### config.mk
export PLATFORM = sky130hd
export DESIGN_NAME = base64_stream_encoder
export DESIGN_NICKNAME = d
export VERILOG_FILES = /design/src/hw/rtl/b64enc_pkg.sv /design/src/hw/rtl/b64enc_front.sv /design/src/hw/rtl/b64enc_queue.sv /design/src/hw/rtl/b64enc_back.sv /design/src/hw/rtl/base64_stream_encoder.sv
export SDC_FILE = /design/constraint.sdc
export NUM_CORES = 1
export LEC_CHECK = 0
export BUFFER_PORTS_ARGS = -buffer_cell sky130_fd_sc_hd__buf_4
export CORE_MARGIN = 1
export CORE_UTILIZATION = 45
export DETAILED_ROUTE_END_ITERATION = 6
export GPL_ROUTABILITY_DRIVEN = 0
export MAX_ROUTING_LAYER = met4
export SKIP_CTS_REPAIR_TIMING = 1
export SYNTH_ARGS = -nofsm -noshare
export SYNTH_HDL_FRONTEND = slang
export SYNTH_SLANG_ARGS = --single-unit
### constraint.sdc
create_clock -name clk_i -period 4.4 [get_ports clk_i]
set_input_delay 0.44 -clock clk_i [delete_from_list [all_inputs] [get_ports clk_i]]
set_output_delay 0.44 -clock clk_i [all_outputs]
set_load 0.005 [all_outputs]
### src/hw/rtl/b64enc_pkg.sv
package b64enc_pkg;

  localparam int unsigned QueueDepth = 2;

  localparam logic [7:0] PadChar = 8'h3D;

  // byte count codes for a group
  localparam logic [1:0] GroupOne   = 2'd1;
  localparam logic [1:0] GroupTwo   = 2'd2;
  localparam logic [1:0] GroupThree = 2'd3;

  typedef struct packed {
    logic [7:0] data_byte;
    logic       end_of_message;
  } in_item_t;

  typedef struct packed {
    logic [7:0] text_char;
    logic       final_char;
  } out_item_t;

  // one group of up to three bytes, missing bytes already zero
  typedef struct packed {
    logic [7:0] b0;
    logic [7:0] b1;
    logic [7:0] b2;
    logic [1:0] nbytes;
    logic       last;
  } group_t;

  // queue head channel between queue and back
  typedef struct packed {
    logic   valid;
    group_t group;
  } grp_chan_t;

  function automatic logic [7:0] b64_char(input logic [5:0] v);
    logic [7:0] ext;
    ext = {2'b00, v};
    if (v < 6'd26) begin
      return 8'(ext + 8'd65);
    end else if (v < 6'd52) begin
      return 8'(ext + 8'd71);
    end else if (v < 6'd62) begin
      return 8'(ext - 8'd4);
    end else if (v == 6'd62) begin
      return 8'h2B;
    end else begin
      return 8'h2F;
    end
  endfunction

endpackage

### src/hw/rtl/b64enc_front.sv
module b64enc_front (
  input  logic                clk_i,
  input  logic                rst_ni,
  input  logic                in_valid_i,
  output logic                in_ready_o,
  input  b64enc_pkg::in_item_t in_i,
  output logic                push_o,
  output b64enc_pkg::group_t  push_group_o,
  input  logic                push_ready_i
);
  import b64enc_pkg::*;

  logic [7:0] held_q [2];
  logic [1:0] count_q, count_d;
  logic       accept;

  assign in_ready_o = push_ready_i;
  assign accept     = in_valid_i & push_ready_i;

  always_comb begin
    count_d      = count_q;
    push_o       = 1'b0;
    push_group_o = '{b0: held_q[0], b1: held_q[1], b2: in_i.data_byte,
                     nbytes: GroupThree, last: in_i.end_of_message};
    if (accept) begin
      case (count_q)
        2'd2: begin
          push_o  = 1'b1;
          count_d = 2'd0;
        end
        2'd1: begin
          push_group_o = '{b0: held_q[0], b1: in_i.data_byte, b2: 8'h00,
                           nbytes: GroupTwo, last: 1'b1};
          push_o  = in_i.end_of_message;
          count_d = in_i.end_of_message ? 2'd0 : 2'd2;
        end
        default: begin
          push_group_o = '{b0: in_i.data_byte, b1: 8'h00, b2: 8'h00,
                           nbytes: GroupOne, last: 1'b1};
          push_o  = in_i.end_of_message;
          count_d = in_i.end_of_message ? 2'd0 : 2'd1;
        end
      endcase
    end
  end

  always_ff @(posedge clk_i or negedge rst_ni) begin
    if (!rst_ni) begin
      count_q <= 2'd0;
    end else begin
      count_q <= count_d;
    end
  end

  // held bytes need no reset
  always_ff @(posedge clk_i) begin
    if (accept && count_q == 2'd0) begin
      held_q[0] <= in_i.data_byte;
    end
    if (accept && count_q == 2'd1) begin
      held_q[1] <= in_i.data_byte;
    end
  end

endmodule

### src/hw/rtl/b64enc_queue.sv
module b64enc_queue #(
  parameter int unsigned Depth = b64enc_pkg::QueueDepth
) (
  input  logic                  clk_i,
  input  logic                  rst_ni,
  input  logic                  push_i,
  input  b64enc_pkg::group_t    push_group_i,
  output logic                  push_ready_o,
  output b64enc_pkg::grp_chan_t head_o,
  input  logic                  pop_i
);
  import b64enc_pkg::*;

  localparam int unsigned PtrW = (Depth > 1) ? $clog2(Depth) : 1;
  localparam int unsigned CntW = $clog2(Depth + 1);

  group_t            slot_q [Depth];
  logic [PtrW-1:0]   wr_ptr_q, rd_ptr_q;
  logic [CntW-1:0]   fill_q;
  logic              do_push, do_pop;

  assign push_ready_o = (fill_q != CntW'(Depth));
  assign do_push      = push_i & push_ready_o;
  assign do_pop       = pop_i & (fill_q != '0);
  assign head_o.valid = (fill_q != '0);
  assign head_o.group = slot_q[rd_ptr_q];

  function automatic logic [PtrW-1:0] ptr_inc(input logic [PtrW-1:0] p);
    if (p == PtrW'(Depth - 1)) begin
      return '0;
    end else begin
      return PtrW'(p + 1'b1);
    end
  endfunction

  always_ff @(posedge clk_i or negedge rst_ni) begin
    if (!rst_ni) begin
      wr_ptr_q <= '0;
      rd_ptr_q <= '0;
      fill_q   <= '0;
    end else begin
      if (do_push) begin
        wr_ptr_q <= ptr_inc(wr_ptr_q);
      end
      if (do_pop) begin
        rd_ptr_q <= ptr_inc(rd_ptr_q);
      end
      if (do_push && !do_pop) begin
        fill_q <= CntW'(fill_q + 1'b1);
      end else if (do_pop && !do_push) begin
        fill_q <= CntW'(fill_q - 1'b1);
      end
    end
  end

  always_ff @(posedge clk_i) begin
    if (do_push) begin
      slot_q[wr_ptr_q] <= push_group_i;
    end
  end

endmodule

### src/hw/rtl/b64enc_back.sv
module b64enc_back (
  input  logic                  clk_i,
  input  logic                  rst_ni,
  input  b64enc_pkg::grp_chan_t head_i,
  output logic                  pop_o,
  output logic                  out_valid_o,
  input  logic                  out_ready_i,
  output b64enc_pkg::out_item_t out_o
);
  import b64enc_pkg::*;

  group_t     group_q;
  logic       busy_q, busy_d;
  logic [1:0] idx_q;
  logic       out_valid_q;
  out_item_t  out_q;
  logic       adv;
  logic [5:0] sym;
  out_item_t  next_char;

  assign adv   = busy_q & (~out_valid_q | out_ready_i);
  assign pop_o = head_i.valid & (~busy_q | (adv & (idx_q == 2'd3)));

  always_comb begin
    case (idx_q)
      2'd0:    sym = group_q.b0[7:2];
      2'd1:    sym = {group_q.b0[1:0], group_q.b1[7:4]};
      2'd2:    sym = {group_q.b1[3:0], group_q.b2[7:6]};
      default: sym = group_q.b2[5:0];
    endcase
    next_char.text_char  = (idx_q <= group_q.nbytes) ? b64_char(sym) : PadChar;
    next_char.final_char = group_q.last & (idx_q == 2'd3);
  end

  always_comb begin
    busy_d = busy_q;
    if (pop_o) begin
      busy_d = 1'b1;
    end else if (adv && idx_q == 2'd3) begin
      busy_d = 1'b0;
    end
  end

  always_ff @(posedge clk_i or negedge rst_ni) begin
    if (!rst_ni) begin
      busy_q      <= 1'b0;
      idx_q       <= 2'd0;
      out_valid_q <= 1'b0;
    end else begin
      busy_q <= busy_d;
      if (pop_o) begin
        idx_q <= 2'd0;
      end else if (adv) begin
        idx_q <= 2'(idx_q + 1'b1);
      end
      if (adv) begin
        out_valid_q <= 1'b1;
      end else if (out_ready_i) begin
        out_valid_q <= 1'b0;
      end
    end
  end

  always_ff @(posedge clk_i) begin
    if (pop_o) begin
      group_q <= head_i.group;
    end
    if (adv) begin
      out_q <= next_char;
    end
  end

  assign out_valid_o = out_valid_q;
  assign out_o       = out_q;

endmodule

### src/hw/rtl/base64_stream_encoder.sv
// path: a completed group is written into the queue, then into the back's group
// register; characters then leave one per cycle while out_ready_i is high
// throughput: one byte per cycle in while the queue has room; three bytes make
// four characters, so the single-character output register sets the sustained rate
// reset: asynchronous active low; clears the fill count, queue and output
module base64_stream_encoder #(
  parameter int unsigned QueueDepth = b64enc_pkg::QueueDepth
) (
  input  logic                  clk_i,
  input  logic                  rst_ni,
  input  logic                  in_valid_i,
  output logic                  in_ready_o,
  input  b64enc_pkg::in_item_t  in_i,
  output logic                  out_valid_o,
  input  logic                  out_ready_i,
  output b64enc_pkg::out_item_t out_o
);
  import b64enc_pkg::*;

  // front to queue
  logic      push;
  group_t    push_group;
  logic      push_ready;
  // queue to back
  grp_chan_t head;
  logic      pop;

  // front: gathers bytes into groups of three, closes a short group at
  // end of message with zero fill, one transaction per cycle while the queue has room
  b64enc_front u_front (
    .clk_i        (clk_i),
    .rst_ni       (rst_ni),
    .in_valid_i   (in_valid_i),
    .in_ready_o   (in_ready_o),
    .in_i         (in_i),
    .push_o       (push),
    .push_group_o (push_group),
    .push_ready_i (push_ready)
  );

  // short group queue lets the byte side keep going while characters drain
  b64enc_queue #(
    .Depth (QueueDepth)
  ) u_queue (
    .clk_i        (clk_i),
    .rst_ni       (rst_ni),
    .push_i       (push),
    .push_group_i (push_group),
    .push_ready_o (push_ready),
    .head_o       (head),
    .pop_i        (pop)
  );

  // back: walks the four symbols of a group, pads, marks the final character
  // of a message, and holds each character in the output register
  b64enc_back u_back (
    .clk_i       (clk_i),
    .rst_ni      (rst_ni),
    .head_i      (head),
    .pop_o       (pop),
    .out_valid_o (out_valid_o),
    .out_ready_i (out_ready_i),
    .out_o       (out_o)
  );

endmodule
==> impl_metrics.toml <==
[grt]
grt_overflow = 0
grt_max_degree = 32
grt_pass1_vias = 2811
grt_first_pass_wirelength_mm = 14.3
grt_antenna_before_repair = 0
grt_usage_pct = 17.7

[sta]
skew_ps = 6.65
tns_ps = 0
rsz0062_at_grt = "no"
finalHoldViolations = 0
max_slew_margin_pct = 44.7
tightest_slew_ps = 806
drv_slew = 0
finalCritPeriodShare_pct = 62.6
setup_viol = 0
fmaxAchievable_mhz = 363
min_period_ps = 2760

[setup_path]
crit_type = "reg -> reg"
crit_chain = "inv_1 -> ha_1 -> a222oi_1 -> mux2i_2 -> inv_2 -> ha_1 -> o21ai_0 -> a31oi_1 -> o21ai_1"
crit_family = "compound AO/OA/AOI/OAI gates"
endpoint_kind = "flop"
cpMostUsedCell = "ha_1"
critPathLaunch = "u_back.idx_q[0]"
startpoint_type = "flop"
crit_slowest_cell = "a222oi_1"
crit_fanout = 7
crit_buf_inv = 2
cp.arrival_ps = 2980
rr_startpoint = "u_back.idx_q[0]"
required_ps = 4630
max_stage_delay_ps = 620

[floorplan]
io_pins = 24
die_x_um = 107
die_area_mm2 = 0.0114
start_util_pct = 47.1
die_y_um = 107
core_mm2 = 0.0105
placementRows = 37

[power]
p_leak_nw = 2.16
pwr-share-seq_pct = 38.0
peakVddDrop_mv = 0.296
p_int_mw = 3.08
switchingPower_mw = 1.37
power_density_mw_per_mm2 = 757
p_clk_share_pct = 31.1
switching_share_pct = 30.8
pwr-share-comb_pct = 30.9

[synth]
netlist_top_cells_area = "edfxtp_1 (65%), mux2_2 (6.6%), dfrtp_1 (5.1%), ha_1 (3.6%), nand2_1 (2.4%)"
yosysWarnings = 0
ys_seq_area_share_pct = 69.7
async_flop_share_pct = 8.62
avgSynthCellArea_um2 = 14.7
yosysMostFrequentCell = "edfxtp_1"
synth_cell_types = 46
syn_inst = 335
syn_nets = 362
yosysTopAreaCell = "edfxtp_1"
synth_ff_type = "edfxtp_1"
synth_edf_count = 106
yosysTopAreaCellShare_pct = 64.6
yosys-top-cells-count = "edfxtp_1 (106), nand2_1 (32), mux2_2 (29), a21oi_1 (16), inv_1 (16)"
yosys_register_bits = 116
syn_area_mm2 = 0.00492

[routing]
vias_per_cell = 5.26
wl_per_cell_um = 17.0
drt_iter0_drc = 178
vias = 2736
finalWirelength_mm = 8.82
dr.pass1.iters = 4
drc = 0
antenna_left = 0

[outcome]
outcome = "complete, no violations"

[final_layout]
antenna_cells = 0
final_core_util_pct = 56.2
nNetsFinal = 398
fillCellCount = 833
drive_above_1_share_pct = 23.4
area_delta_synth_final_pct = 19.3

[cts]
ctsLongestPathBuffers = 2
htree_levels = 4
root_buffer = "clkbuf_8"
clk_pin_slew_ps = 60
worstSkewPairLatency_ps = 510
cts_tree = "done"
cts_made_buffers = 17
cts_sinks = 116

[flow_run]
drv_cap = 0

[placed_design]
dpl.hpwl_mm = 5.62
port_buffers = 23

[worst_hold_path]
hold_class = "in -> reg"
min_from = "in_i[4]"
worst register-to-register path: stages, from the launching register on:
cell and delay, ps:
dfrtp_1 400, inv_1 120, ha_1 300, a222oi_1 620, mux2i_2 280, inv_2 160
ha_1 210, o21ai_0 110, a31oi_1 190, o21ai_1 80
power by group through the flow:
stage	Sequential, mW	Clock (mW)	Combinational, mW
detailed placement	1.71	0	1.37
global placement	1.70	0	1.35
finish	1.69	1.38	1.38
CTS	1.69	1.41	1.38
floorplan	1.69	0	1.00
global route	1.71	1.46	1.54
cell type report:
cell class / count / area (µm²) / share of cell area, %
clock buffer: 18 / 418 / 7.11
inverter: 18 / 67.6 / 1.15
tap: 136 / 170 / 2.90
sequential: 116 / 3430 / 58.4
multi-input combinational: 191 / 1400 / 23.7
timing repair buffer: 27 / 205 / 3.49
clock inverter: 14 / 186 / 3.17
registers in the layout, indices dropped and copies added, names as in the netlist, 2 cells and up:
| signal | flops |
|---|---|
| u_front.count_q | 2 |
| u_queue.fill_q | 2 |
| u_queue.slot_q | 54 |
| u_front.held_q | 16 |
| u_back.out_o | 9 |
| u_back.group_q | 27 |
| u_back.idx_q | 2 |
path summary, 6_finish.rpt:
| path | to | slack, ps | cells past startpoint |
|---|---|---|---|
| setup / recovery | u_back.out_o[5] | 1640 | 9 |
| hold / removal | u_front.held_q[0][11] | 150 | 1 |
| setup reg to reg | u_back.out_o[5] | 1640 | 9 |
| hold reg to reg | u_queue.fill_q[1] | 500 | 1 |
| max in group asynchronous | u_back.idx_q[1] | 3940 | 2 |
| min in group asynchronous | u_queue.fill_q[0] | 310 | 2 |
cell families (layout without fill, tap and decap cells):
family	after synthesis	after routing	synth area share (%)
compound gates	51	51	6.94
xor+xnor	6	6	1.07
fa+ha+maj	14	14	3.56
buf+inv	28	77	2.18
flops	116	116	69.7
mux	35	35	8.03
other cells	1	1	0.0761
simple gates	84	84	8.44
metal layers:
layer | share of wire, % | global-route usage [%] | wire [µm] | vias up
met5 | 0 | - | 0 | -
met4 | 1.2 | 6.75 | 108 | 0
met3 | 3.2 | 6.20 | 279 | 9
met2 | 47 | 25.9 | 4140 | 60
met1 | 49 | 22.7 | 4290 | 1340
li1 | - | - | - | 1327
placed cells by master (no fill, tap or decap), drive strengths merged, types with 2 or more instances in the layout:
cell    Yosys  layout
o21ai       9       9
and2       11      11
xnor2       3       3
nor2       15      15
nor2b       4       4
clkinv      1      11
dfrtp      10      10
nand3       4       4
inv        17      17
a22oi       8       8
clkbuf      8      18
edfxtp    106     106
mux2       30      30
nand2b      4       4
a222oi      6       6
bufinv      0       4
xor2        3       3
o21a        2       2
and3        3       3
nand4b      2       2
ha         14      14
buf         2      26
nand2      32      32
mux2i       5       5
o31ai       3       3
or3         2       2
a21oi      16      16
metrics by stage:
stage / total power, mW / instance area, µm² / instances / hold WS, ps / worst slack [ps]
final: 4.45 / 5880 / 520 / 150 / 1640
after global routing: 4.70 / 5880 / 520 / 112 / 1420
after detailed placement: 3.08 / 5260 / 487 / 281 / 1710
after global placement: 3.05 / 5260 / 487 / 277 / 1740
after CTS: 4.48 / 5870 / 519 / -271 / 1690
after floorplan: 2.69 / 4920 / 335 / 144 / 1360
No activity file was read; power rests on OpenSTA's default activity.
